File: config.mk
export PLATFORM = sky130hd
export DESIGN_NAME = tgpg_peak_merge
export DESIGN_NICKNAME = d
export VERILOG_FILES = /design/src/hw/rtl/tremolo_gain_peak_guard_assert.svh /design/src/hw/rtl/tgpg_pkg.sv /design/src/hw/rtl/tgpg_peak_merge.sv
export SDC_FILE = /design/constraint.sdc
export NUM_CORES = 1
export LEC_CHECK = 0
export BUFFER_PORTS_ARGS = -buffer_cell sky130_fd_sc_hd__buf_4
export CORE_UTILIZATION = 45
export DETAILED_ROUTE_END_ITERATION = 12
export PLACE_DENSITY = 0.77
export SLEW_MARGIN = 10
export SYNTH_ARGS = -nofsm -noshare
export SYNTH_HDL_FRONTEND = slang
export SYNTH_SLANG_ARGS = --single-unit
export TNS_END_PERCENT = 20
File: constraint.sdc
create_clock -name i_clk -period 6.7 [get_ports i_clk]
set_clock_uncertainty 0.1 [all_clocks]
set_input_delay 1.005 -clock i_clk [delete_from_list [all_inputs] [get_ports i_clk]]
set_output_delay 1.005 -clock i_clk [all_outputs]
set_load 0.005 [all_outputs]
File: src/hw/rtl/tremolo_gain_peak_guard_assert.svh
// Assertion macros for the tremolo gain and peak guard block.
// Included by the RTL files that carry concurrent assertions; needs no package.
`ifndef TREMOLO_GAIN_PEAK_GUARD_ASSERT_SVH
`define TREMOLO_GAIN_PEAK_GUARD_ASSERT_SVH
`ifndef ASSERT_OFF
`define TGPG_ASSERT_IMPL(name, clk, rst_n, ante, cons, msg) \
    name: assert property (@(posedge clk) disable iff (!rst_n) (ante) |-> (cons)) \
        else $error(msg);
`define TGPG_ASSERT_NEXT(name, clk, rst_n, ante, cons, msg) \
    name: assert property (@(posedge clk) disable iff (!rst_n) (ante) |=> (cons)) \
        else $error(msg);
`else
`define TGPG_ASSERT_IMPL(name, clk, rst_n, ante, cons, msg)
`define TGPG_ASSERT_NEXT(name, clk, rst_n, ante, cons, msg)
`endif
`endif

File: src/hw/rtl/tgpg_pkg.sv
// Shared constants, codes and types of the tremolo gain and peak guard block.
// Used by every RTL file of the block; depends on nothing.
`default_nettype none

package tgpg_pkg;

    localparam int SINE_TABLE_DEPTH_DEF = 1024;
    localparam int SAMPLE_BITS_DEF      = 24;

    localparam int PHASE_W        = 32;
    localparam int ANGLE_BITS     = 16;

    localparam int Q15_W          = 16;
    localparam int Q15_FRAC       = 15;
    localparam int OUT_GAIN_FRAC  = 14;
    localparam logic [Q15_W-1:0] Q15_ONE = 16'd32768;

    localparam logic [Q15_W-1:0] SIN_A = 16'd51472;
    localparam logic [Q15_W-1:0] SIN_B = 16'd21024;
    localparam logic [Q15_W-1:0] SIN_C = 16'd2320;

    localparam int TREM_DEPTH_W  = 16;
    localparam int PHASE_STEP_W  = 24;
    localparam int OUT_GAIN_W    = 16;
    localparam int PEAK_LIMIT_W  = 23;

    localparam int CFG_IDX_W  = 3;
    localparam int CFG_DATA_W = 24;

    localparam logic [TREM_DEPTH_W-1:0] TREM_DEPTH_RST = 16'd16384;
    localparam logic [PHASE_STEP_W-1:0] PHASE_STEP_RST = 24'd447392;
    localparam logic [OUT_GAIN_W-1:0]   OUT_GAIN_RST   = 16'd16384;
    localparam logic [PEAK_LIMIT_W-1:0] PEAK_LIMIT_RST = 23'd8304721;

    typedef enum logic [CFG_IDX_W-1:0] {
        CFG_TREM_ENABLE = 3'd0,
        CFG_TREM_DEPTH  = 3'd1,
        CFG_PHASE_STEP  = 3'd2,
        CFG_OUT_GAIN    = 3'd3,
        CFG_PEAK_LIMIT  = 3'd4
    } t_cfg_idx;

    typedef enum logic [2:0] {
        T_IDLE,
        T_LFO,
        T_MUL1,
        T_MUL2,
        T_DONE
    } t_top_state;

    typedef enum logic [2:0] {
        L_IDLE,
        L_DIV,
        L_T2,
        L_T2C,
        L_INNER,
        L_MID,
        L_SINE,
        L_GAIN
    } t_lfo_state;

    typedef struct packed {
        logic stage1_en;
        logic stage2_en;
    } t_lane_ctrl;

    typedef struct packed {
        logic clear;
        logic commit;
        logic mute;
        logic eob;
    } t_merge_cmd;

endpackage

`default_nettype wire

File: src/hw/rtl/tgpg_peak_merge.sv
// Merging stage: combines the lane magnitudes into the block peak and latches the alarm.
// Holds the block peak and the alarm flag; depends on tgpg_pkg.
`default_nettype none

module tgpg_peak_merge
    import tgpg_pkg::*;
#(
    parameter int SAMPLE_BITS = SAMPLE_BITS_DEF
)(
    input  logic                    i_clk,
    input  logic                    i_rst_n,
    input  t_merge_cmd              i_cmd,
    input  logic [SAMPLE_BITS-1:0]  i_mag_l,
    input  logic [SAMPLE_BITS-1:0]  i_mag_r,
    input  logic [PEAK_LIMIT_W-1:0] i_peak_limit,
    output logic                    o_alarm
);

    localparam int CW = (SAMPLE_BITS > PEAK_LIMIT_W) ? SAMPLE_BITS : PEAK_LIMIT_W;

    logic [SAMPLE_BITS-1:0] r_peak;
    logic                   r_alarm;

    logic [SAMPLE_BITS-1:0] w_lane_max;
    logic [SAMPLE_BITS-1:0] w_new_peak;
    logic                   w_over;

    assign w_lane_max = (i_mag_l > i_mag_r) ? i_mag_l : i_mag_r;
    assign w_new_peak = (w_lane_max > r_peak) ? w_lane_max : r_peak;
    assign w_over     = CW'(w_new_peak) > CW'(i_peak_limit);

    always_ff @(posedge i_clk) begin
        if (!i_rst_n) begin
            r_peak  <= '0;
            r_alarm <= 1'b0;
        end else if (i_cmd.clear) begin
            r_peak  <= '0;
            r_alarm <= 1'b0;
        end else if (i_cmd.commit) begin
            if (i_cmd.mute || i_cmd.eob) begin
                r_peak <= '0;
            end else begin
                r_peak <= w_new_peak;
            end
            if (!i_cmd.mute && i_cmd.eob && w_over) begin
                r_alarm <= 1'b1;
            end
        end
    end

    assign o_alarm = r_alarm;

endmodule

`default_nettype wire

# Word-level counts from Yosys, hierarchy flattened
# Index checks and enable logic that the tools add are counted.
[totals]
register_bits = 25
input_bits = 77
output_inout_bits = 1
wordCells = 15
[classes]
order_cmp = 3
n_mux = 3
n_bitwise = 1
reduce_logical = 6
[ops]
columns = ["op", "count"]
rows = [
  ["two-way mux 24 bit", 3],
  ["> comparator 24 bit", 2],
  ["> comparator 24 x 23 -> 1 bit", 1],
  ["logical AND 1 bit", 2],
  ["AND reduction 2 bit", 1],
  ["OR reduction 2 bit", 1],
  ["zero test 1 bit", 1],
  ["logical OR 1 bit", 1],
  ["inverter 1 bit", 1],
]

# Logic depth before layout (Yosys ltp)
[logic_depth]
depth_word = 7
mapped_depth = 27

# Least setup slack after synthesis
# OpenSTA, ideal clock, no wires.
[synth_path]
kind = "input -> register"
startpoint = "input port i_mag_r[23]"
endpoint = "register r_alarm (netlist: o_alarm)"
t_arrival_ns = 5.912
path_slack_ns = 0.609
cell_stages = 25
n_path_buf = 3
path_cell_list = "inv_1 -> ha_1 -> nand4_2 -> nor4_2 -> o31ai_1 -> a32o_1 -> buf_6 -> buf_12 -> mux2_4 -> ha_1 -> nand4_1 -> nor4_1 -> nand2_1 -> or3_1 -> nand2_2 -> buf_4 -> mux2_2 -> ha_1 -> nor2b_1 -> o211ai_1 -> a2111o_1 -> o211ai_1 -> a21oi_1 -> o31a_1 -> o211ai_1"
[synth_via]
elab_chain_len = 7
[synth_lines]
columns = ["element", "line_no", "source"]
rows = [
  ["from (decl)", "tgpg_peak_merge.sv:14", "input logic [SAMPLE_BITS-1:0] i_mag_r,"],
  ["> comparator 24 bit", "tgpg_peak_merge.sv:28", "assign w_lane_max = (i_mag_l > i_mag_r) ? i_mag_l : i_mag_r;"],
  ["two-way mux 24 bit (*)", "tgpg_peak_merge.sv:28", ""],
  ["> comparator 24 bit", "tgpg_peak_merge.sv:29", "assign w_new_peak = (w_lane_max > r_peak) ? w_lane_max : r_peak;"],
  ["two-way mux 24 bit (*)", "tgpg_peak_merge.sv:29", ""],
  ["> comparator 24 x 23 -> 1 bit (*)", "tgpg_peak_merge.sv:30", "assign w_over = CW'(w_new_peak) > CW'(i_peak_limit);"],
  ["logical AND 1 bit (*)", "tgpg_peak_merge.sv:45", "if (!i_cmd.mute && i_cmd.eob && w_over) begin"],
  ["AND reduction 2 bit (no line) (*)", "-", ""],
  ["to (signal assigned)", "tgpg_peak_merge.sv:35", "r_alarm <= 1'b0;"],
  ["to (signal assigned)", "tgpg_peak_merge.sv:38", "r_alarm <= 1'b0;"],
  ["to (signal assigned)", "tgpg_peak_merge.sv:46", "r_alarm <= 1'b1;"],
  ["to (decl)", "tgpg_peak_merge.sv:22", "logic r_alarm;"],
]
# Mark *: on every way between the ends. The rest lies on a longest branch, timed or not.
# A chain may end at the register's enable or synchronous reset.

# Final worst setup path
[layout_path]
startpoint = "input port i_mag_l[19]"
endpoint = "register r_alarm (netlist: o_alarm)"
[layout_via]
elab_chain_len = 7
[layout_lines]
columns = ["element", "line_no", "source"]
rows = [
  ["from (decl)", "tgpg_peak_merge.sv:13", "input logic [SAMPLE_BITS-1:0] i_mag_l,"],
  ["> comparator 24 bit", "tgpg_peak_merge.sv:28", ""],
  ["two-way mux 24 bit (*)", "tgpg_peak_merge.sv:28", ""],
  ["> comparator 24 bit", "tgpg_peak_merge.sv:29", ""],
  ["two-way mux 24 bit (*)", "tgpg_peak_merge.sv:29", ""],
  ["> comparator 24 x 23 -> 1 bit (*)", "tgpg_peak_merge.sv:30", ""],
  ["logical AND 1 bit (*)", "tgpg_peak_merge.sv:45", ""],
  ["AND reduction 2 bit (no line) (*)", "-", ""],
]
# Marks and branches as above.

==> out/results.txt <==
Switch Pwr = 0.000200 W
delay-heaviest family, CP = compound AO/OA/AOI/OAI gates
largest cells by area after synthesis = ha_1 27%, dfxtp_1 15%, mux2_2 8.8%, mux2_4 8.6%, inv_1 8.3%
Routed WL = 8.41 mm
arrival time at the worst endpoint = 6.38 ns
combinational power share = 0.551
number of global-route vias before repair = 3019
Placed Area = 3990 sq um
CTS Root Cell = clkbuf_8
Tmin final = 6.32 ns
final instance area = 4040 sq um
DRC = 0
CP startpoint kind = input port
Placed Instances = 543
CP max FO = 14
Worst Path Buf+Inv = 4
reg-to-reg startpoint = r_peak[17]
multi-input logic area = 2450 sq um
Net Count, Synth = 522
# clock sinks = 25
Cell variety after synth = 43
Primary FF master, synth = dfxtp_1
starting density of the core = 0.478
RSZ-0062 raised after global routing = false
die width = 87.9 um
Remaining Overflow, GRT = 0
FF+latch count, synth = 25
die area = 7720 sq um
first-pass GRT wire length = 13.6 mm
largest stage delay on the critical path = 0.40 ns
post-synth top area cell = ha_1
EDFF count, synth = 0
Yosys top cell area share = 0.268
sw frac = 0.364
Syn. warnings = 0
Cells after Synth = 374
fill cell count = 637
post-synthesis async set-or-reset flop share = 0
clk buf depth = 2
Chip Height = 87.9 um
Finished Layout Cells = 547
Internal = 0.000350 W
Avg WL per Cell = 15.4 um
clk slew on worst S/H paths = 0.09 ns
DP HPWL = 6.94 mm
storage element area = 500 sq um
final net count = 600
Synth Area per Inst = 8.87 sq um
Worst VDD drop = 70.3 uV
share of post-route cells with drive strength above 1 = 0.310
DR vias = 3047
Clock power frac = 0.172
GRT Util Overall = 0.226
antenna cell count = 0
Final Hold Fails = 0
Critical Path Most Common Cell = a21oi_1
number of max-cap violations = 0
final hold slack = 0.427 ns
Mapped Area = 3320 sq um
most common cell after layout, fill and taps aside = buf_4
met1 GRT Util = 0.274
CTS buffer count = 3
Reg power frac = 0.277
HP Class = flip-flop to flip-flop
postcts setup bufs = 0
P per Cell Area = 136 nW/um^2
status = finished, final reports clean
GPL Wtd Cong = 0.868
most frequent cells in the layout = 84 x buf_4, 73 x inv_1, 71 x ha_1, 27 x a21oi_1, 26 x mux2_2
max-slew violations = 0
Seq/Total Area, Yosys = 0.151
grt met2 use = 0.424
post-route ant nets = 0
Peak Freq = 158 MHz
cell row count = 30
fin crit share = 0.944
Final Setup Violations = 0
Crit. End Element = flip-flop
Leak = 1.98 nW
CTS tree = yes
Worst-Margin Slew = 0.500 ns
core region area = 6940 sq um
slew margin rel. = 0.664
Port Buf Inserts = 77
clk_lat worst skew = 0.27 ns
Pre-antenna DRT Iters = 4
critical path required time = 6.76 ns
largest net degree at the start of global routing = 26
CP max stage cell = or3_1
hold_sp = r_peak[10]
initial antenna violation count = 0
met3 Use GR = 0.0330
critical path type = input port to flip-flop
Layout area overhead = 21.7%
vias per cell = 5.57
Ports = 78
post-route setup TNS = 0 ns
layer with the highest usage = met2
H-Tree Depth = 1
Critical Path Source = i_mag_l[19]
DR iter-0 viols = 202
## through the flow
step,util,worst slack [ns],total power [W]
global placement,0.574,0.188,0.000446
finish,0.581,0.377,0.000550
CTS,0.580,0.305,0.000550
floorplan,-,0.609,0.000365
detailed placement,0.574,0.0304,0.000456
global route,0.581,0.0302,0.000591
## final timing paths
kind / to / slack [ns] / cells past startpoint
setup / recovery: o_alarm / 0.38 / 25
hold / removal: r_peak[10] / 0.43 / 1
setup reg to reg: o_alarm / 2.69 / 17
hold reg to reg: r_peak[10] / 0.43 / 1
## per-layer routing
layer  vias to the layer above  part of all wire
met5                         -                 0
met4                         0            0.0043
met2                        96              0.50
met3                         4             0.070
met1                      1423              0.43
li1                       1524                 -
## power groups by stage
stage | clock [W] | combinational (W) | sequential (W)
final | 0.0000948 | 0.000303 | 0.000152
after global routing | 0.000100 | 0.000339 | 0.000152
after CTS | 0.0000957 | 0.000302 | 0.000152
after detailed placement | 0 | 0.000300 | 0.000156
after global placement | 0 | 0.000290 | 0.000155
after floorplan | 0 | 0.000210 | 0.000155
## cell usage after synthesis, types with 5 or more instances
master and n:
a32o_1 25, nor2_1 9, dfxtp_1 25, ha_1 71
inv_1 73, o21ai_0 12, mux2_2 26, nand2_1 15
a21oi_1 27, o211ai_1 5, mux2_4 19, nand4_1 14
nand3_1 5
## what timing repair did
action                                  in CTS  in global routing
resized for setup                            0                  2
endpoints found under the setup margin       0                  1
hold buffers                                 0                  0
## sequential cells by signal, indices dropped and copies added, names as in the netlist
| register | flops |
|---|---|
| r_peak | 24 |
| o_alarm | 1 |
## kinds of logic (layout without fill, tap and decap cells)
kind of cell,Yosys count,count (layout),synth area share
buffers and inverters,85,162,0.114
AO/OA/AOI/OAI,85,85,0.189
adder cells (fa/ha/maj),71,71,0.268
flip-flops,25,25,0.151
AND/OR/NAND/NOR,61,61,0.0985
multiplexers,47,47,0.180
## area by class of cell
| type | count | area share |
|---|---|---|
| Tap cell | 96 | 0.0297 |
| Inverter | 73 | 0.0679 |
| Multi-Input combinational cell | 264 | 0.606 |
| Clock buffer | 4 | 0.0112 |
| Timing Repair Buffer | 85 | 0.161 |
| Sequential cell | 25 | 0.124 |
Power figures use the tool's default switching activity.
