$ cat src/hw/rtl/tremolo_gain_peak_guard_assert.svh
// Assertion macros for the tremolo gain and peak guard block.
// Included by the RTL files that carry concurrent assertions; needs no package.
`ifndef TREMOLO_GAIN_PEAK_GUARD_ASSERT_SVH
`define TREMOLO_GAIN_PEAK_GUARD_ASSERT_SVH
`ifndef ASSERT_OFF
`define TGPG_ASSERT_IMPL(name, clk, rst_n, ante, cons, msg) \
    name: assert property (@(posedge clk) disable iff (!rst_n) (ante) |-> (cons)) \
        else $error(msg);
`define TGPG_ASSERT_NEXT(name, clk, rst_n, ante, cons, msg) \
    name: assert property (@(posedge clk) disable iff (!rst_n) (ante) |=> (cons)) \
        else $error(msg);
`else
`define TGPG_ASSERT_IMPL(name, clk, rst_n, ante, cons, msg)
`define TGPG_ASSERT_NEXT(name, clk, rst_n, ante, cons, msg)
`endif
`endif

$ cat src/hw/rtl/tgpg_pkg.sv
// Shared constants, codes and types of the tremolo gain and peak guard block.
// Used by every RTL file of the block; depends on nothing.
`default_nettype none

package tgpg_pkg;

    localparam int SINE_TABLE_DEPTH_DEF = 1024;
    localparam int SAMPLE_BITS_DEF      = 24;

    localparam int PHASE_W        = 32;
    localparam int ANGLE_BITS     = 16;

    localparam int Q15_W          = 16;
    localparam int Q15_FRAC       = 15;
    localparam int OUT_GAIN_FRAC  = 14;
    localparam logic [Q15_W-1:0] Q15_ONE = 16'd32768;

    localparam logic [Q15_W-1:0] SIN_A = 16'd51472;
    localparam logic [Q15_W-1:0] SIN_B = 16'd21024;
    localparam logic [Q15_W-1:0] SIN_C = 16'd2320;

    localparam int TREM_DEPTH_W  = 16;
    localparam int PHASE_STEP_W  = 24;
    localparam int OUT_GAIN_W    = 16;
    localparam int PEAK_LIMIT_W  = 23;

    localparam int CFG_IDX_W  = 3;
    localparam int CFG_DATA_W = 24;

    localparam logic [TREM_DEPTH_W-1:0] TREM_DEPTH_RST = 16'd16384;
    localparam logic [PHASE_STEP_W-1:0] PHASE_STEP_RST = 24'd447392;
    localparam logic [OUT_GAIN_W-1:0]   OUT_GAIN_RST   = 16'd16384;
    localparam logic [PEAK_LIMIT_W-1:0] PEAK_LIMIT_RST = 23'd8304721;

    typedef enum logic [CFG_IDX_W-1:0] {
        CFG_TREM_ENABLE = 3'd0,
        CFG_TREM_DEPTH  = 3'd1,
        CFG_PHASE_STEP  = 3'd2,
        CFG_OUT_GAIN    = 3'd3,
        CFG_PEAK_LIMIT  = 3'd4
    } t_cfg_idx;

    typedef enum logic [2:0] {
        T_IDLE,
        T_LFO,
        T_MUL1,
        T_MUL2,
        T_DONE
    } t_top_state;

    typedef enum logic [2:0] {
        L_IDLE,
        L_DIV,
        L_T2,
        L_T2C,
        L_INNER,
        L_MID,
        L_SINE,
        L_GAIN
    } t_lfo_state;

    typedef struct packed {
        logic stage1_en;
        logic stage2_en;
    } t_lane_ctrl;

    typedef struct packed {
        logic clear;
        logic commit;
        logic mute;
        logic eob;
    } t_merge_cmd;

endpackage

`default_nettype wire

$ cat src/hw/rtl/tgpg_lane.sv
// One channel lane: tremolo gain, output gain, saturation and magnitude.
// Two registered multiply stages; depends on tgpg_pkg.
`default_nettype none

module tgpg_lane
    import tgpg_pkg::*;
#(
    parameter int SAMPLE_BITS = SAMPLE_BITS_DEF
)(
    input  logic                          i_clk,
    input  t_lane_ctrl                    i_ctrl,
    input  logic signed [SAMPLE_BITS-1:0] i_sample,
    input  logic [Q15_W-1:0]              i_gain,
    input  logic [OUT_GAIN_W-1:0]         i_out_gain,
    output logic [SAMPLE_BITS-1:0]        o_sample,
    output logic [SAMPLE_BITS-1:0]        o_mag
);

    localparam int Y1W = SAMPLE_BITS + 2;
    localparam int P1W = SAMPLE_BITS + Q15_W + 1;
    localparam int P2W = Y1W + OUT_GAIN_W + 1;
    localparam int Y2W = P2W - OUT_GAIN_FRAC;

    logic signed [Y1W-1:0]  r_y1;
    logic [SAMPLE_BITS-1:0] r_y2;
    logic [SAMPLE_BITS-1:0] r_mag;

    logic signed [P1W-1:0]       w_p1;
    logic signed [P2W-1:0]       w_p2;
    logic [Y2W-1:0]              w_y2;
    logic [Y2W-SAMPLE_BITS:0]    w_hi;
    logic                        w_fits;
    logic [SAMPLE_BITS-1:0]      w_sat;
    logic [SAMPLE_BITS-1:0]      w_mag;

    assign w_p1 = P1W'(i_sample) * P1W'($signed({1'b0, i_gain}));
    assign w_p2 = P2W'(r_y1) * P2W'($signed({1'b0, i_out_gain}));
    assign w_y2 = w_p2[OUT_GAIN_FRAC +: Y2W];

    assign w_hi   = w_y2[Y2W-1:SAMPLE_BITS-1];
    assign w_fits = (&w_hi) | ~(|w_hi);
    assign w_sat  = w_fits ? w_y2[SAMPLE_BITS-1:0]
                  : (w_y2[Y2W-1] ? {1'b1, {(SAMPLE_BITS-1){1'b0}}}
                                 : {1'b0, {(SAMPLE_BITS-1){1'b1}}});
    assign w_mag  = w_sat[SAMPLE_BITS-1] ? SAMPLE_BITS'(-w_sat) : w_sat;

    always_ff @(posedge i_clk) begin
        if (i_ctrl.stage1_en) begin
            r_y1 <= w_p1[Q15_FRAC +: Y1W];
        end
        if (i_ctrl.stage2_en) begin
            r_y2  <= w_sat;
            r_mag <= w_mag;
        end
    end

    assign o_sample = r_y2;
    assign o_mag    = r_mag;

endmodule

`default_nettype wire

$ cat config.mk
export PLATFORM = sky130hd
export DESIGN_NAME = tgpg_lane
export DESIGN_NICKNAME = d
export VERILOG_FILES = /design/src/hw/rtl/tremolo_gain_peak_guard_assert.svh /design/src/hw/rtl/tgpg_pkg.sv /design/src/hw/rtl/tgpg_lane.sv
export SDC_FILE = /design/constraint.sdc
export NUM_CORES = 2
export LEC_CHECK = 0
export ABC_AREA = 1
export BUFFER_PORTS_ARGS = -buffer_cell sky130_fd_sc_hd__buf_2
export CAP_MARGIN = 5
export CORE_MARGIN = 1
export CORE_UTILIZATION = 55
export CTS_CLUSTER_SIZE = 28
export DETAILED_ROUTE_END_ITERATION = 16
export HOLD_SLACK_MARGIN = 0.06
export PLACE_DENSITY = 0.72
export SETUP_SLACK_MARGIN = 0.15
export SLEW_MARGIN = 20
export SYNTH_ARGS = -nofsm -noshare
export SYNTH_HDL_FRONTEND = slang
export SYNTH_SLANG_ARGS = --single-unit
$ cat constraint.sdc
create_clock -name i_clk -period 9.5 [get_ports i_clk]
set_input_delay 1.425 -clock i_clk [delete_from_list [all_inputs] [get_ports i_clk]]
set_output_delay 1.425 -clock i_clk [all_outputs]
set_load 0.02 [all_outputs]
# [Yosys cells after proc, flatten, opt, wreduce, memory -nomap -nowiden]
# Index checks and enable logic that the tools add are counted.
[classes] n_addsub=1 multipliers=2 n_mux=3 bitwise=2 reduce_logical=2
[op_table] cell="24-bit 2-to-1 mux" n=2
[op_table] cell="26-bit by 17-bit multiplier with 43-bit output" n=1
[op_table] cell="24-bit by 17-bit multiplier with 41-bit output" n=1
[op_table] cell="24-bit negation" n=1
[op_table] cell="23-bit 2-to-1 mux" n=1
[op_table] cell="6-bit AND reduction" n=1
[op_table] cell="6-bit OR reduction" n=1
[op_table] cell="1-bit inverter" n=1
[op_table] cell="1-bit OR" n=1
[word_totals] ff_bits=74 inputBits=59 out_inout_bits=48 elab_cells=14

# [Logic depth before layout (Yosys ltp)]
[depth] depth_word=7 depth_mapped=43 depth_no_buf=40

# [Worst setup path before layout]
# Ideal clock, no wire load.
[synth_path] path_type="in2reg" from="input port i_out_gain[7]" to="register r_mag[22] (netlist: o_mag[22]), data pin" setup_ps=252 t_arrival_ps=7899 required_ps=9248 path_slack_ps=1349 stages=37 path_buffers=4 cell_sequence="clkbuf_1 -> clkbuf_1 -> nand2_1 -> fa_1 -> fa_1 -> inv_1 -> fa_1 -> inv_1 -> fa_1 -> inv_1 -> fa_1 -> inv_1 -> fa_1 -> inv_1 -> ha_1 -> nand2_1 -> nor3_2 -> nand4_1 -> nor2_1 -> nand2_1 -> nand4_1 -> nand2_4 -> nor2_2 -> nand3_4 -> nand3_4 -> buf_8 -> buf_6 -> nand2_1 -> inv_1 -> ha_1 -> nand2_1 -> nor2_2 -> nand3_2 -> o21ai_2 -> nand2_1 -> nand2_1 -> nand2_1"
[synth_via] elab_chain_len=7 elab_cells_between_ends=9 classes_between="add/sub (1); mul (1); mux (3); bitwise (2); reduce/logical (2)"
[synth_lines] element="start, declared" line_no="tgpg_lane.sv:14" source="input logic [OUT_GAIN_W-1:0] i_out_gain,"
[synth_lines] element="26-bit by 17-bit multiplier with 43-bit output *" line_no="tgpg_lane.sv:37" source="assign w_p2 = P2W'(r_y1) * P2W'($signed({1'b0, i_out_gain}));"
[synth_lines] element="6-bit OR reduction" line_no="tgpg_lane.sv:41" source="assign w_fits = (&w_hi) | ~(|w_hi);"
[synth_lines] element="1-bit inverter" line_no="tgpg_lane.sv:41"
[synth_lines] element="1-bit OR" line_no="tgpg_lane.sv:41"
[synth_lines] element="24-bit 2-to-1 mux *" line_no="tgpg_lane.sv:42" source="assign w_sat = w_fits ? w_y2[SAMPLE_BITS-1:0]"
[synth_lines] element="net w_sat[1]" line_no="tgpg_lane.sv:33" source="logic [SAMPLE_BITS-1:0] w_sat;"
[synth_lines] element="24-bit negation *" line_no="tgpg_lane.sv:45" source="assign w_mag = w_sat[SAMPLE_BITS-1] ? SAMPLE_BITS'(-w_sat) : w_sat;"
[synth_lines] element="23-bit 2-to-1 mux *" line_no="tgpg_lane.sv:45"
[synth_lines] element="net w_mag[22]" line_no="tgpg_lane.sv:34" source="logic [SAMPLE_BITS-1:0] w_mag;"
[synth_lines] element="end signal, assigned" line_no="tgpg_lane.sv:53" source="r_mag <= w_mag;"
[synth_lines] element="end, declared" line_no="tgpg_lane.sv:26" source="logic [SAMPLE_BITS-1:0] r_mag;"
# The timed path passes the listed nets; every way through them passes the cells marked *.
# A chain may end at the register's enable or synchronous reset.

# [Worst setup path in the final report]
[layout_path] from="input port i_out_gain[8]" to="register r_mag[18] (netlist: o_mag[18]), data pin"
# The elaborated chain is that of the path after synthesis.

==> flow_metrics.py <==
metrics = {
    "drt": {
        "viasPerCell": 5.05,
        "via_count": 24900,
        "wirelength_um": 77100,
        "route.detailed.drc": 0,
        "ant_nets": 0,
        "dr.pass1.iters": 7,
        "wire_per_inst_um": 15.6,
        "drt_iter0_drc": 1582,
    },
    "timing": {
        "setup_viol": 0,
        "setup_tns_ps": 0,
        "clock_skew_ps": 20.5,
        "rsz0062_at_grt": "no",
        "max_freq_mhz": 116,
        "finalMaxSlewViolations": 0,
        "slew_headroom": 0.318,
        "fin_crit_sh": 0.904,
        "finalHoldViolCount": 0,
        "tightest_slew_ps": 1020,
        "finalCriticalPeriod_ps": 8580,
    },
    "synthesis": {
        "yosys_warnings": 0,
        "synth_simple_gate_area_frac": 0.168,
        "synthMostInstantiatedCell": "inv_1",
        "synth-main-ff-cell": "edfxtp_1",
        "yosysTopAreaCellShare": 0.470,
        "synth_top_cells_by_count": "inv_1, nand2_1, fa_1, ha_1, clkbuf_1",
        "synth_cell_types": 41,
        "seq_area_frac_synth": 0.0661,
        "synth_edf_count": 73,
        "syn_area_per_cell_um2": 7.87,
        "synth_top_family_by_area": "adder cells",
        "synth.area.top_cells": "fa_1, inv_1, nand2_1",
        "async_reset_ff_frac": 0,
        "synth_seq_cells": 73,
        "synthAdderAreaFrac": 0.547,
        "synth.largest_area_cell": "fa_1",
        "synth.net_count": 5251,
        "synth-compound-area-share": 0.0243,
        "syn_inst": 4211,
        "synth_area_mm2": 0.0331,
        "synth_xor_xnor_area_share": 0.0190,
        "synth_mux_area_frac": 0,
    },
    "global_routing": {
        "grt_usage": 0.270,
        "grt_max_degree": 48,
        "grt_pass1_vias": 26600,
        "antenna_found_initial": 1,
        "grt_first_pass_wirelength_um": 130000,
        "grt_overflow_total": 0,
    },
    "clock_tree": {
        "numCtsBuffers": 9,
        "cts_sinks": 73,
        "clk_pin_slew_worst_paths_ps": 60,
        "postCtsHoldBufs": 0,
        "tritoncts": "yes",
        "htree_levels": 3,
        "cts_setup_buffers": 0,
        "post_cts_resized": 0,
        "root_buffer": "clkbuf_16",
        "clockBufferDepth": 2,
        "clock_latency_ps": 370,
    },
    "floorplan": {
        "start_util": 0.559,
        "die_area_mm2": 0.0612,
        "io_pins": 107,
        "core-area_mm2": 0.0592,
        "die-width_um": 247,
        "die_h_um": 247,
        "rows": 89,
    },
    "setup_path": {
        "slowest_stage": "fa_1",
        "worst_setup_path_start_kind": "input pin",
        "endpoint_kind": "flop",
        "cp_slowest_stage_delay_ps": 590,
        "worstSetupPathType": "input pin to flop",
        "arrival_ps": 8700,
        "cp.required_ps": 9620,
        "cp_common_cell": "nand2_1",
        "critPathMaxFanout": 23,
    },
    "flow_run": {
        "max_cap_viol_count": 0,
    },
    "place": {
        "gp_congestion": 0.979,
        "port_buffers": 106,
        "dp_hpwl_um": 63900,
    },
    "finish": {
        "synthToLayoutAreaGrowth_pct": 3.48,
        "drive_gt1_frac": 0.0454,
        "nNetsFinal": 5197,
    },
    "run_status": {
        "status": "complete, no violations",
    },
    "hold_path": {
        "min_path_type": "input pin to flop",
    },
}
==> per-stage QoR <==
step                cell area (um2)  hold slack, ps  std cells  setup WS [ps]  utilization
global route                  34300            1600       4936            405        0.579
finish                        34300            1600       4936            915        0.579
detailed placement            34000            1870       4919            606        0.574
global placement              34000            1870       4919            733        0.574
CTS                           34300            1580       4935            963        0.579
floorplan                     33100            1420       4211           1350            -
==> critical path, delay by kind of cell <==
kind	cells	cell delay, ps
buf+inv	7	1030
fa+ha+maj	8	3700
simple gates	19	2500
==> flip-flops by register name, indices dropped and copies added, names as in the netlist <==
| signal | cells |
|---|---|
| o_mag | 23 |
| o_sample | 24 |
| r_y1 | 26 |
==> path summary, 6_finish.rpt <==
path	cells past startpoint	startpoint	to	slack, ps
worst max-delay path	34	i_out_gain[8]	o_mag[18]$_DFFE_PP_	920
worst min-delay path	1	i_ctrl[1]	r_y1[1]$_DFFE_PP_	1600
worst max register to register	31	r_y1[25]$_DFFE_PP_	o_mag[18]$_DFFE_PP_	1480
worst min register to register	9	r_y1[0]$_DFFE_PP_	o_sample[7]$_DFFE_PP_	1930
==> layout make-up <==
type | count | area [um2]
clock inverters | 7 | 61.3
repair buffers | 119 | 628
clock buffers | 9 | 225
flip-flops and latches | 73 | 2190
fillers | 5512 | 25000
diodes | 1 | 2.50
inverters | 1360 | 5100
multi-input cells | 2594 | 25100
well taps | 773 | 967
==> cell families (layout without fill, tap and decap cells) <==
group                    after synthesis  after routing
buffers and inverters               1544           1495
AND/OR/NAND/NOR                     1396           1396
other                                  0              1
AO/OA/AOI/OAI                        145            145
adder cells (fa/ha/maj)              981            981
flip-flops                            73             73
XOR/XNOR                              72             72
==> cell usage in the layout (no fill, tap or decap), types with 2 or more instances in the layout <==
cell type / n
inv_1: 1350
nand2_1: 1170
fa_1: 778
ha_1: 203
buf_2: 106
nor2_1: 96
a21oi_1: 80
edfxtp_1: 73
nand3_1: 56
xnor2_1: 39
xor2_1: 33
o21ai_0: 30
nand4_1: 19
nand2_2: 15
nor2_2: 13
buf_4: 13
o21bai_1: 10
inv_2: 10
clkbuf_16: 9
a31oi_1: 7
nand3_2: 6
nor3_1: 5
nand3b_1: 4
clkinvlp_4: 4
a21o_1: 3
nor3_2: 3
o21ai_2: 3
o21ai_1: 3
a21boi_0: 2
nor4_1: 2
o21a_1: 2
nand2_4: 2
nand3_4: 2
and3_1: 2
inv_8: 2
==> per-layer routing <==
| metal | global-route usage | up-vias | wire length, um |
|---|---|---|---|
| met4 | 0.0825 | 0 | 2170 |
| met2 | 0.473 | 828 | 38100 |
| met3 | 0.0319 | 143 | 4640 |
| met1 | 0.350 | 12300 | 32200 |
| li1 | - | 11600 | - |
| met5 | 0 | - | 0 |
Power is left out: the tool's default activity adds up to more than one toggle a clock period on the data nets, which glitch-free logic cannot reach.
