[src/hw/rtl/tremolo_gain_peak_guard_assert.svh]
// Assertion macros for the tremolo gain and peak guard block.
// Included by the RTL files that carry concurrent assertions; needs no package.
`ifndef TREMOLO_GAIN_PEAK_GUARD_ASSERT_SVH
`define TREMOLO_GAIN_PEAK_GUARD_ASSERT_SVH
`ifndef ASSERT_OFF
`define TGPG_ASSERT_IMPL(name, clk, rst_n, ante, cons, msg) \
    name: assert property (@(posedge clk) disable iff (!rst_n) (ante) |-> (cons)) \
        else $error(msg);
`define TGPG_ASSERT_NEXT(name, clk, rst_n, ante, cons, msg) \
    name: assert property (@(posedge clk) disable iff (!rst_n) (ante) |=> (cons)) \
        else $error(msg);
`else
`define TGPG_ASSERT_IMPL(name, clk, rst_n, ante, cons, msg)
`define TGPG_ASSERT_NEXT(name, clk, rst_n, ante, cons, msg)
`endif
`endif

[src/hw/rtl/tgpg_pkg.sv]
// Shared constants, codes and types of the tremolo gain and peak guard block.
// Used by every RTL file of the block; depends on nothing.
`default_nettype none

package tgpg_pkg;

    localparam int SINE_TABLE_DEPTH_DEF = 1024;
    localparam int SAMPLE_BITS_DEF      = 24;

    localparam int PHASE_W        = 32;
    localparam int ANGLE_BITS     = 16;

    localparam int Q15_W          = 16;
    localparam int Q15_FRAC       = 15;
    localparam int OUT_GAIN_FRAC  = 14;
    localparam logic [Q15_W-1:0] Q15_ONE = 16'd32768;

    localparam logic [Q15_W-1:0] SIN_A = 16'd51472;
    localparam logic [Q15_W-1:0] SIN_B = 16'd21024;
    localparam logic [Q15_W-1:0] SIN_C = 16'd2320;

    localparam int TREM_DEPTH_W  = 16;
    localparam int PHASE_STEP_W  = 24;
    localparam int OUT_GAIN_W    = 16;
    localparam int PEAK_LIMIT_W  = 23;

    localparam int CFG_IDX_W  = 3;
    localparam int CFG_DATA_W = 24;

    localparam logic [TREM_DEPTH_W-1:0] TREM_DEPTH_RST = 16'd16384;
    localparam logic [PHASE_STEP_W-1:0] PHASE_STEP_RST = 24'd447392;
    localparam logic [OUT_GAIN_W-1:0]   OUT_GAIN_RST   = 16'd16384;
    localparam logic [PEAK_LIMIT_W-1:0] PEAK_LIMIT_RST = 23'd8304721;

    typedef enum logic [CFG_IDX_W-1:0] {
        CFG_TREM_ENABLE = 3'd0,
        CFG_TREM_DEPTH  = 3'd1,
        CFG_PHASE_STEP  = 3'd2,
        CFG_OUT_GAIN    = 3'd3,
        CFG_PEAK_LIMIT  = 3'd4
    } t_cfg_idx;

    typedef enum logic [2:0] {
        T_IDLE,
        T_LFO,
        T_MUL1,
        T_MUL2,
        T_DONE
    } t_top_state;

    typedef enum logic [2:0] {
        L_IDLE,
        L_DIV,
        L_T2,
        L_T2C,
        L_INNER,
        L_MID,
        L_SINE,
        L_GAIN
    } t_lfo_state;

    typedef struct packed {
        logic stage1_en;
        logic stage2_en;
    } t_lane_ctrl;

    typedef struct packed {
        logic clear;
        logic commit;
        logic mute;
        logic eob;
    } t_merge_cmd;

endpackage

`default_nettype wire

[src/hw/rtl/tgpg_lfo.sv]
// Sine LFO sequencer: angle division, quarter-wave polynomial and tremolo gain.
// One shared 16 x 16 multiplier, one step per cycle; depends on tgpg_pkg.
`default_nettype none

module tgpg_lfo
    import tgpg_pkg::*;
#(
    parameter int SINE_TABLE_DEPTH = SINE_TABLE_DEPTH_DEF
)(
    input  logic               i_clk,
    input  logic               i_rst_n,
    input  logic               i_start,
    input  logic [PHASE_W-1:0] i_phase,
    input  logic [Q15_W-1:0]   i_depth,
    output logic               o_done,
    output logic [Q15_W-1:0]   o_gain
);

    localparam int RB    = $clog2(SINE_TABLE_DEPTH);
    localparam int DB    = RB + 1;
    localparam int IPW   = PHASE_W + DB;
    localparam int QSH   = 2 * RB;
    localparam int RCW   = ANGLE_BITS + RB + 2;
    localparam int QPW   = RB + RCW;
    localparam int PW    = 2 * Q15_W;
    localparam logic [DB-1:0] DEN = DB'(SINE_TABLE_DEPTH);
    localparam logic [63:0] RECIP_FULL =
        ((64'd1 << (ANGLE_BITS + QSH)) + 64'(SINE_TABLE_DEPTH) - 64'd1)
        / 64'(SINE_TABLE_DEPTH);
    localparam logic [RCW-1:0] RECIP = RCW'(RECIP_FULL);

    t_lfo_state r_state, n_state;

    logic [RB-1:0]         r_idx;
    logic [ANGLE_BITS-1:0] r_quo;
    logic [Q15_W-1:0]      r_t;
    logic [Q15_W-1:0]      r_t2;
    logic                  r_neg;
    logic [PW-1:0]         r_prod;
    logic [Q15_W-1:0]      r_gain;
    logic                  r_done;

    logic [IPW-1:0]        w_idx_prod;
    logic [RB-1:0]         w_idx;
    logic [QPW-1:0]        w_quo_prod;
    logic [ANGLE_BITS-1:0] w_quo;
    logic [Q15_W-1:0]      w_t_raw;
    logic [Q15_W-1:0]      w_t;
    logic [Q15_W-1:0]      w_t2;
    logic [Q15_W-1:0]      w_inner;
    logic [Q15_W-1:0]      w_mid;
    logic [Q15_W-1:0]      w_s;
    logic [Q15_W:0]        w_lfo_sum;
    logic [Q15_W-1:0]      w_lfo;
    logic [Q15_W-1:0]      w_gain;
    logic [Q15_W-1:0]      w_mul_a;
    logic [Q15_W-1:0]      w_mul_b;
    logic [PW-1:0]         w_prod;

    assign w_idx_prod = IPW'(i_phase) * IPW'(DEN);
    assign w_idx      = w_idx_prod[PHASE_W +: RB];

    // Index times 2^16 over the table depth, by a rounded-up reciprocal that is exact for
    // every index below the depth.
    assign w_quo_prod = QPW'(r_idx) * QPW'(RECIP);
    assign w_quo      = w_quo_prod[QSH +: ANGLE_BITS];

    assign w_t_raw   = {1'b0, r_quo[ANGLE_BITS-3:0], 1'b0};
    assign w_t       = r_quo[ANGLE_BITS-2] ? Q15_W'(Q15_ONE - w_t_raw) : w_t_raw;
    assign w_t2      = r_prod[Q15_FRAC +: Q15_W];
    assign w_inner   = SIN_B - r_prod[Q15_FRAC +: Q15_W];
    assign w_mid     = SIN_A - r_prod[Q15_FRAC +: Q15_W];
    assign w_s       = r_prod[Q15_FRAC +: Q15_W];
    assign w_lfo_sum = r_neg ? ({1'b0, Q15_ONE} - {1'b0, w_s})
                             : ({1'b0, Q15_ONE} + {1'b0, w_s});
    assign w_lfo     = w_lfo_sum[Q15_W:1];
    assign w_gain    = Q15_ONE - i_depth + r_prod[Q15_FRAC +: Q15_W];

    always_comb begin
        case (r_state)
            L_T2: begin
                w_mul_a = w_t;
                w_mul_b = w_t;
            end
            L_T2C: begin
                w_mul_a = w_t2;
                w_mul_b = SIN_C;
            end
            L_INNER: begin
                w_mul_a = r_t2;
                w_mul_b = w_inner;
            end
            L_MID: begin
                w_mul_a = r_t;
                w_mul_b = w_mid;
            end
            L_SINE: begin
                w_mul_a = i_depth;
                w_mul_b = w_lfo;
            end
            default: begin
                w_mul_a = '0;
                w_mul_b = '0;
            end
        endcase
    end

    assign w_prod = PW'(w_mul_a) * PW'(w_mul_b);

    always_comb begin
        n_state = r_state;
        case (r_state)
            L_IDLE:  if (i_start) n_state = L_DIV;
            L_DIV:   n_state = L_T2;
            L_T2:    n_state = L_T2C;
            L_T2C:   n_state = L_INNER;
            L_INNER: n_state = L_MID;
            L_MID:   n_state = L_SINE;
            L_SINE:  n_state = L_GAIN;
            L_GAIN:  n_state = L_IDLE;
            default: n_state = L_IDLE;
        endcase
    end

    always_ff @(posedge i_clk) begin
        if (!i_rst_n) begin
            r_state <= L_IDLE;
            r_done  <= 1'b0;
        end else begin
            r_state <= n_state;
            r_done  <= (r_state == L_GAIN);
        end
    end

    always_ff @(posedge i_clk) begin
        r_prod <= w_prod;
        if (r_state == L_IDLE && i_start) begin
            r_idx <= w_idx;
        end
        if (r_state == L_DIV) begin
            r_quo <= w_quo;
        end
        if (r_state == L_T2) begin
            r_t   <= w_t;
            r_neg <= r_quo[ANGLE_BITS-1];
        end
        if (r_state == L_T2C) begin
            r_t2 <= w_t2;
        end
        if (r_state == L_GAIN) begin
            r_gain <= w_gain;
        end
    end

    assign o_done = r_done;
    assign o_gain = r_gain;

endmodule

`default_nettype wire

[config.mk]
export PLATFORM = sky130hd
export DESIGN_NAME = tgpg_lfo
export DESIGN_NICKNAME = d
export VERILOG_FILES = /design/src/hw/rtl/tremolo_gain_peak_guard_assert.svh /design/src/hw/rtl/tgpg_pkg.sv /design/src/hw/rtl/tgpg_lfo.sv
export SDC_FILE = /design/constraint.sdc
export NUM_CORES = 1
export LEC_CHECK = 0
export ABC_AREA = 1
export BUFFER_PORTS_ARGS = -buffer_cell sky130_fd_sc_hd__buf_2
export CELL_PAD_IN_SITES_DETAIL_PLACEMENT = 0
export CELL_PAD_IN_SITES_GLOBAL_PLACEMENT = 1
export CORE_ASPECT_RATIO = 1.5
export CORE_MARGIN = 2
export CORE_UTILIZATION = 49
export DETAILED_ROUTE_END_ITERATION = 12
export GPL_ROUTABILITY_DRIVEN = 0
export PLACE_DENSITY_LB_ADDON = 0.3
export SLEW_MARGIN = 20
export SYNTH_ARGS = -nofsm -noshare
export SYNTH_HDL_FRONTEND = slang
export SYNTH_SLANG_ARGS = --single-unit
[constraint.sdc]
create_clock -name i_clk -period 8.62 [get_ports i_clk]
set_input_delay 0.431 -clock i_clk [delete_from_list [all_inputs] [get_ports i_clk]]
set_output_delay 0.431 -clock i_clk [all_outputs]
set_load 0.02 [all_outputs]
Word level (Yosys, flattened, before mapping)
Cells that the tools add are included. W data, S select, Z words.

Bits in registers: 104. Latch bits: 0. RAM bits: 0. Memory bits (read-only): 0. Input bits: 51. Output and inout bits: 17. Logic and storage cells: 33. Memories kept: 0.

Add/sub/neg operators: 7. $mul: 1. Divide/modulo/power cells: 0. $lt $le $gt $ge: 0. Equal/unequal tests: 8. Shift operators: 0. Multiplexer cells: 6. Bitwise logic cells: 0. Reductions and logical operators: 2.

Operators with widths (count): $pmux W16 S5 (2); $sub A16 B16 Y16 const A (2); $mul A16 B16 Y31 (1); $pmux W3 S8 (1); $add A16 B16 Y17 const A (1); $mux W17 (1); $sub A16 B16 Y17 const A (1); $add A16 B16 Y16 (1); $mux W16 (1); $sub A15 B16 Y16 const A (1); $sub A16 B15 Y16 const A (1); $eq A3 B3 Y1 const B (4); $eq A3 B2 Y1 const B (2); $eq A3 B1 Y1 const B (1); $logic_not A3 Y1 (1); $mux W3 (1); $ne A2 B2 Y1 const B (1); $logic_and A1 B1 Y1 (1).

Logic depth before layout (Yosys ltp)
Gate-level depths: netlist of run 1.

Depth in word-level cells: 4. Mapped depth: 40. Depth with buffers taken out: 39.

Least setup slack after synthesis of run 1
No wires, ideal clock.

Path kind: flip-flop to flip-flop. Start point: reg r_state[1]. End point: reg r_prod[23]. Library setup time: 121 ps. Arrival time: 6616 ps. Required time: 8499 ps. Slack: 1884 ps. Cell stages (with the launch flop): 37. Buffers on the path: 1. Period minus slack after synthesis: 6736 ps. Cell sequence: dfxtp_1 > inv_1 > ha_1 > nand2_4 > ha_1 > inv_1 > nor2_1 > inv_1 > nor2_1 > nor2_1 > nand2_1 > nand2_1 > a21boi_1 > or2_1 > a31oi_4 > inv_2 > buf_6 > nand2_1 > fa_1 > inv_1 > fa_1 > inv_1 > fa_1 > inv_1 > fa_1 > fa_1 > inv_1 > fa_1 > inv_1 > ha_1 > a21o_1 > o21bai_1 > a21oi_1 > nor2_1 > nor3_1 > nand2_1 > xor2_1.

Longest elaborated chain between the ends: 3. Elaborated cells between the ends (all ways): 8. Those cells by class: 1 x mul; 5 x eq/ne; 2 x mux.

Ends and longest elaborated chain: from (decl) (RTL line tgpg_lfo.sv:32) `t_lfo_state r_state, n_state;`; from (signal assigned) (RTL line tgpg_lfo.sv:130) `r_state <= n_state;`; $eq A3 B3 Y1 or $eq A3 B2 Y1 (tied branches) (RTL line tgpg_lfo.sv:80) `case (r_state)`; $pmux W16 S5 (RTL line tgpg_lfo.sv:80); $mul A16 B16 Y31 * (RTL line tgpg_lfo.sv:108) `assign w_prod = PW'(w_mul_a) * PW'(w_mul_b);`; named net w_prod[23] (RTL line tgpg_lfo.sv:58) `logic [PW-1:0] w_prod;`; to (signal assigned) (RTL line tgpg_lfo.sv:136) `r_prod <= w_prod;`; to (decl) (RTL line tgpg_lfo.sv:39) `logic [PW-1:0] r_prod;`.

The timed path passes the listed nets; every way through them passes the cells marked *. A chain may end at the register's enable or synchronous reset.

Final worst setup path of run 1
Start point: reg r_state[2]. End point: reg r_prod[24].

Same word-level chain as after synthesis.

==> results.md, run 1 <==
* Placed inst area at 14100 um2
* Pre-CTS setup slack at 0.809 ns
* TritonCTS clock tree: yes
* Worst-path fanout max at 16
* Tightest Pin Transition at roughly 0.78 ns
* Final worst slack at ~0.64 ns
* Most used DFF post-synth: edfxtp_1
* RSZ-0062 raised after global routing: false
* Syn Area/Cell at 8.01 um2
* Critical path class: reg2reg
* Worst setup EP type: flip-flop
* Fin area at between 10000 and 15000 um2
* Resize count post-CTS at 0
* LEAKAGE at 7.60 nW
* Diode count at 0
* Clock skew after layout at approximately 0.012 ns
* Critical Path RT at 8.86 ns
* CTS sink cnt at 82
* Clk buf depth at 2
* Setup TNS at 0 ns
* Worst r2r src: r_state[2]
* Die area at about 29000 um2
* Async S/R FF share, synth at 0
* Layout cells sized above 1 at 0.0692
* Antenna-violating nets left at 0
* Final worst-path cycle share at 0.926
* Largest net degree at the start of global routing at 26
* Gr ovfl total at 0
* Postcts setup bufs at 0
* YS warnings at 0
* Die Wd at 139 um
* H-tree depth reported by CTS at 3
* First-pass GRT wire length at ~63000 um
* Row Count at 74
* Max_slew headroom at 0.478
* Vias in the first global route at 11800
* Nets at ~2100
* Most instantiated library cell after synthesis: inv_1
* Tmin final at roughly 8 ns
* Vias per cell at 5.40
* GRT Overall Usage at 0.289
* Post-synthesis register bit count at 82
* Worst skew pair latency at 0.36 ns
* Routed WL at 40400 um
* Total CTS buffers at 9
* Run status: finished clean
* Largest stage delay, worst path at ~0.72 ns
* Fin cells at 2075
* Max-cap violation count at 0
* Initial antenna violation count at 0
* Post-DP HPWL at between 30000 and 40000 um
* Seq/Total Area, Yosys at 0.168
* Final Max Tran Viols at 0
* Maximum VDD drop at 0.201 mV
* Vias at between 10000 and 15000
* Overall power consumption at approximately 2.4 mW
* Syn nets at a little over 2000
* Final setup fails at 0
* 1st-pass router iterations at 5
* IO Count at roughly 70
* Min-Delay Path Class: in2reg
* Initial Utilization at 0.496
* Synth cell types at 53
* Arrival @ worst endpoint at 8.22 ns
* Fmax at 125 MHz
* # fillers at 2604
* Synth top area share at 0.287
* Critical path origin: r_state[2]
* Yosys top cell by area: fa_1
* Post-CTS Hold Buffers at 0
* Final hold violations at 0
* EDFF count, synth at 62
* CP max-delay cell: dfxtp_1
* Commonest cells post-synth: 384 x inv_1, 378 x nand2_1, 193 x fa_1
* Die Y at just over 200 um
* Routed len/inst at 19.5 um
* Drc violations at 0
* Most frequent CP cell: inv_1
* Layout overhead on the synthesized area at 7.17%
* Startpoint types: flip-flop
* Buffers added on ports at 45
* HP Start: i_phase[28]
* Clk root buf: clkbuf_16
* Dpl cells at 2059
* Iter 0 DRT Violations at 598
* Netlist Area Pre-Place at about 13000 um2
* Clock transition at path regs at 0.07 ns
* Power Density at approximately 170 nW/um2
* Synth area leaders: fa_1 29%, edfxtp_1 14%, ha_1 13%, inv_1 11%, nand2_1 11%
* Core Region at 27100 um2
* Syn Inst Count at 1680
[flip-flops by register name (all words and copies together), names as in the netlist]
signal / flops
r_neg: 1
r_t: 9
r_quo: 10
r_state: 3
r_t2: 16
o_done: 1
o_gain: 16
r_prod: 16
r_idx: 10
[stage by stage]
stage	util	hold slack, ns
2_1_floorplan	-	0.400
3_3_place_gp	0.521	0.404
3_5_place_dp	0.521	0.406
4_1_cts	0.531	0.233
5_1_grt	0.531	0.228
6_report	0.531	0.248
[power by group]
part / switching, mW / total (mW) / internal, mW
registers: 0.0827 / 0.630 / 0.547
logic: 1.00 / 1.41 / 0.412
clock network: 0.177 / 0.378 / 0.201
total: 1.26 / 2.42 / 1.16
[worst max-delay path, delay by kind of cell, from the launching register on]
kind / cells / cell delay, ns
compound gates: 7 / 1.15
fa+ha+maj: 8 / 3.76
buf+inv: 8 / 0.75
flops: 1 / 0.72
simple gates: 12 / 1.46
[per-layer routing]
metal,GRT usage,vias up,wire length [um]
met5,0,-,0
met4,0.211,0,3370
met3,0.0275,119,1450
met2,0.543,283,21500
met1,0.300,5527,14200
li1,-,5274,-
[placed cells by master (no fill, tap or decap), types with 4 or more instances in the layout]
master / count
o21ai_0: 50
nor3_1: 18
dfxtp_1: 20
xor2_1: 27
ha_1: 135
inv_1: 384
edfxtp_1: 62
o21bai_1: 6
clkinv_1: 4
a31oi_1: 11
fa_1: 193
nor2_1: 136
nand2_2: 6
clkbuf_16: 9
inv_2: 10
a21o_1: 6
inv_6: 4
o211ai_1: 5
a21oi_1: 63
a221oi_1: 9
a21boi_0: 4
nand4_1: 12
xnor2_1: 10
buf_2: 45
nand2_1: 378
buf_4: 29
nand3_1: 54
nor4_1: 4
[path summary, 6_finish.rpt]
path           endpoint  slack [ns]  depth (start not counted)
min reg2reg    r_quo[7]        0.42                          0
max reg2reg  r_prod[24]        0.64                         35
max          r_prod[24]        0.64                         35
min            r_idx[6]        0.25                          1
[area by class of cell]
class | instances | area (um2) | area share
multi-input cells | 1164 | 9510 | 0.660
flip-flops and latches | 82 | 2260 | 0.157
inverters | 397 | 1490 | 0.103
repair buffers | 74 | 443 | 0.0307
well taps | 342 | 428 | 0.0297
clock buffers | 9 | 225 | 0.0156
clock inverters | 7 | 58.8 | 0.00408
[logic make-up after synthesis]
group / synth area share
AO/OA/AOI/OAI: 0.0815
flip-flops: 0.168
AND/OR/NAND/NOR: 0.188
adder cells (fa/ha/maj): 0.413
buffers and inverters: 0.125
XOR/XNOR: 0.0241
(Power assumes the default switching activity.)
==> run 2: changes to the inputs <==
Settings changed: PLACE_DENSITY set to 0.84, PLACE_DENSITY_LB_ADDON 0.3 to not set.
==> results.md, run 2 (synthesized netlist as in run 1, its figures left out) <==
* Run status: finished clean
* Vias in the first global route at 12100 (+3.1%)
* First-pass GRT wire length at 63600 um (+1.1%)
* Layout overhead on the synthesized area at 7.77%
* LEAKAGE at 7.64 nW (+0.60%)
* Largest stage delay, worst path at 0.57 ns (-0.15 ns)
* Top Usage Layer GRT: met2
* Total CTS buffers at 9 (unchanged)
* Dpl cells at 2067 (+0.39%)
* TritonCTS clock tree: yes
* Initial antenna violation count at 0 (unchanged)
* Comb pwr share at 0.587 (+0.003)
* Diode count at 0 (unchanged)
* Tmin final at 7.94 ns (-0.0422 ns)
* Overall power consumption at 2.43 mW (+0.56%)
* 1st-pass router iterations at 6 (+1)
* Die Y at 207 um (unchanged)
* Max_slew headroom at 0.492 (+0.0131)
* Clock skew after layout at 0.00815 ns (-0.00361 ns)
* Clk root buf: clkbuf_16
* Final worst slack at 0.684 ns (+0.0422 ns)
* Most frequent CP cell: inv_1
* RSZ-0062 raised after global routing: false
* Post-CTS Hold Buffers at 0 (unchanged)
* Post-DP HPWL at 33900 um (-1.8%)
* Buffers added on ports at 45 (unchanged)
* Routed len/inst at 19.2 um (-1.3%)
* Met3 usage at 0.0277 (+0.000231)
* Final hold violations at 0 (unchanged)
* Worst skew pair latency at 0.36 ns (about the same)
* Resize count post-CTS at 0 (unchanged)
* Layout cells sized above 1 at 0.0735 (+0.00428)
* Worst-path fanout max at 13 (-3)
* Min-Delay Path Class: in2reg
* Final Max Tran Viols at 0 (unchanged)
* Vias at 11200 (+0.21%)
* WP buf/inv at 9 (+1)
* Critical path class: reg2reg
* Maximum VDD drop at 0.204 mV (+1.6%)
* Routed WL at 40100 um (-0.87%)
* Worst setup EP type: flip-flop
* Die Wd at 139 um (unchanged)
* Iter 0 DRT Violations at 665 (+11%)
* Fin cells at 2083 (+0.39%)
* Final worst-path cycle share at 0.921 (-0.00489)
* Most frequent cells in the layout: 384 x inv_1, 378 x nand2_1, 193 x fa_1
* Antenna-violating nets left at 0 (unchanged)
* Clk buf depth at 2 (unchanged)
* Int Pwr at 1.20 mW (+3.4%)
* Clock transition at path regs at 0.06 ns (about the same)
* Sw Ratio at 0.507 (-0.0135)
* Initial Utilization at 0.496 (unchanged)
* Critical Path RT at 8.92 ns (+0.06 ns)
* Vias per cell at 5.39 (-0.18%)
* CTS sink cnt at 82 (unchanged)
* Startpoint types: flip-flop
* Gr ovfl total at 0 (unchanged)
* Delay-heaviest family, CP: adder cells
* Die area at 28800 um2 (unchanged)
* Reg power frac at 0.252 (-0.008)
* GRT Overall Usage at 0.291 (+0.00222)
* H-tree depth reported by CTS at 3 (unchanged)
* Arrival @ worst endpoint at 8.23 ns (about the same)
* Fmax at 126 MHz (+0.53%)
* # fillers at 2654 (+1.9%)
* IO Count at 68 (unchanged)
* Setup TNS at 0 ns (unchanged)
* Tightest Pin Transition at 0.760 ns (-0.0165 ns)
* Final core occ at 0.534 (+0.00295)
* Max-cap violation count at 0 (unchanged)
* Power Density at 168 nW/um2 (about the same)
* Postcts setup bufs at 0 (unchanged)
* Pre-CTS setup slack at 0.762 ns (-0.0470 ns)
* Met1 usage at 0.302 (+0.00131)
* CP max-delay cell: fa_1
* Final setup fails at 0 (unchanged)
* Nets at 2115 (+0.38%)
* Met2 usage at 0.554 (+0.0112)
* Largest net degree at the start of global routing at 26 (unchanged)
* Core Region at 27100 um2 (unchanged)
* Net Switching at 1.23 mW (-2.1%)
* Commonest non-fill, non-tap cell in the layout: inv_1
* Row Count at 74 (unchanged)
* Drc violations at 0 (unchanged)
* Clock power frac at 0.160 (+0.004)
-- run 2: changes by cell type in the layout (fill, tap and decap cells not counted), sizes merged --
cell	previous run	this run
buf	74	82
bufinv	0	1
clkinv	5	7
clkinvlp	0	1
inv	399	395
-- run 2: final timing paths --
kind               start  cells past startpoint         end  slack, ns
max           r_state[1]                     37  r_prod[30]       0.68
min          i_phase[30]                      1    r_idx[8]       0.25
max reg2reg   r_state[1]                     37  r_prod[30]       0.68
min reg2reg     r_idx[4]                      0   r_quo[10]       0.42
-- run 2: layout make-up --
type	instances	area [um2]	share of cell area
multi-input cells	1164	9510	0.656
flip-flops and latches	82	2260	0.156
inverters	397	1490	0.103
repair buffers	82	503	0.0347
well taps	342	428	0.0295
clock buffers	9	225	0.0155
clock inverters	7	78.8	0.00544
-- run 2: power by group through the flow --
stage	registers, mW	logic (mW)	clock network (mW)
after floorplan	0.590	0.934	0
after global placement	0.619	1.40	0
after detailed placement	0.622	1.41	0
after CTS	0.614	1.42	0.397
after global routing	0.622	1.58	0.412
final	0.614	1.43	0.390
-- run 2: metal layers --
layer,part of all wire,vias up
met5,0,-
li1,-,5294
met4,0.079,0
met1,0.35,5432
met2,0.52,372
met3,0.043,128
-- run 2: metrics by stage --
stage	instance area (um2)	hold slack, ns
finish	14500	0.250
global route	14500	0.240
CTS	14500	0.240
detailed placement	14200	0.405
global placement	14200	0.405
floorplan	13500	0.400
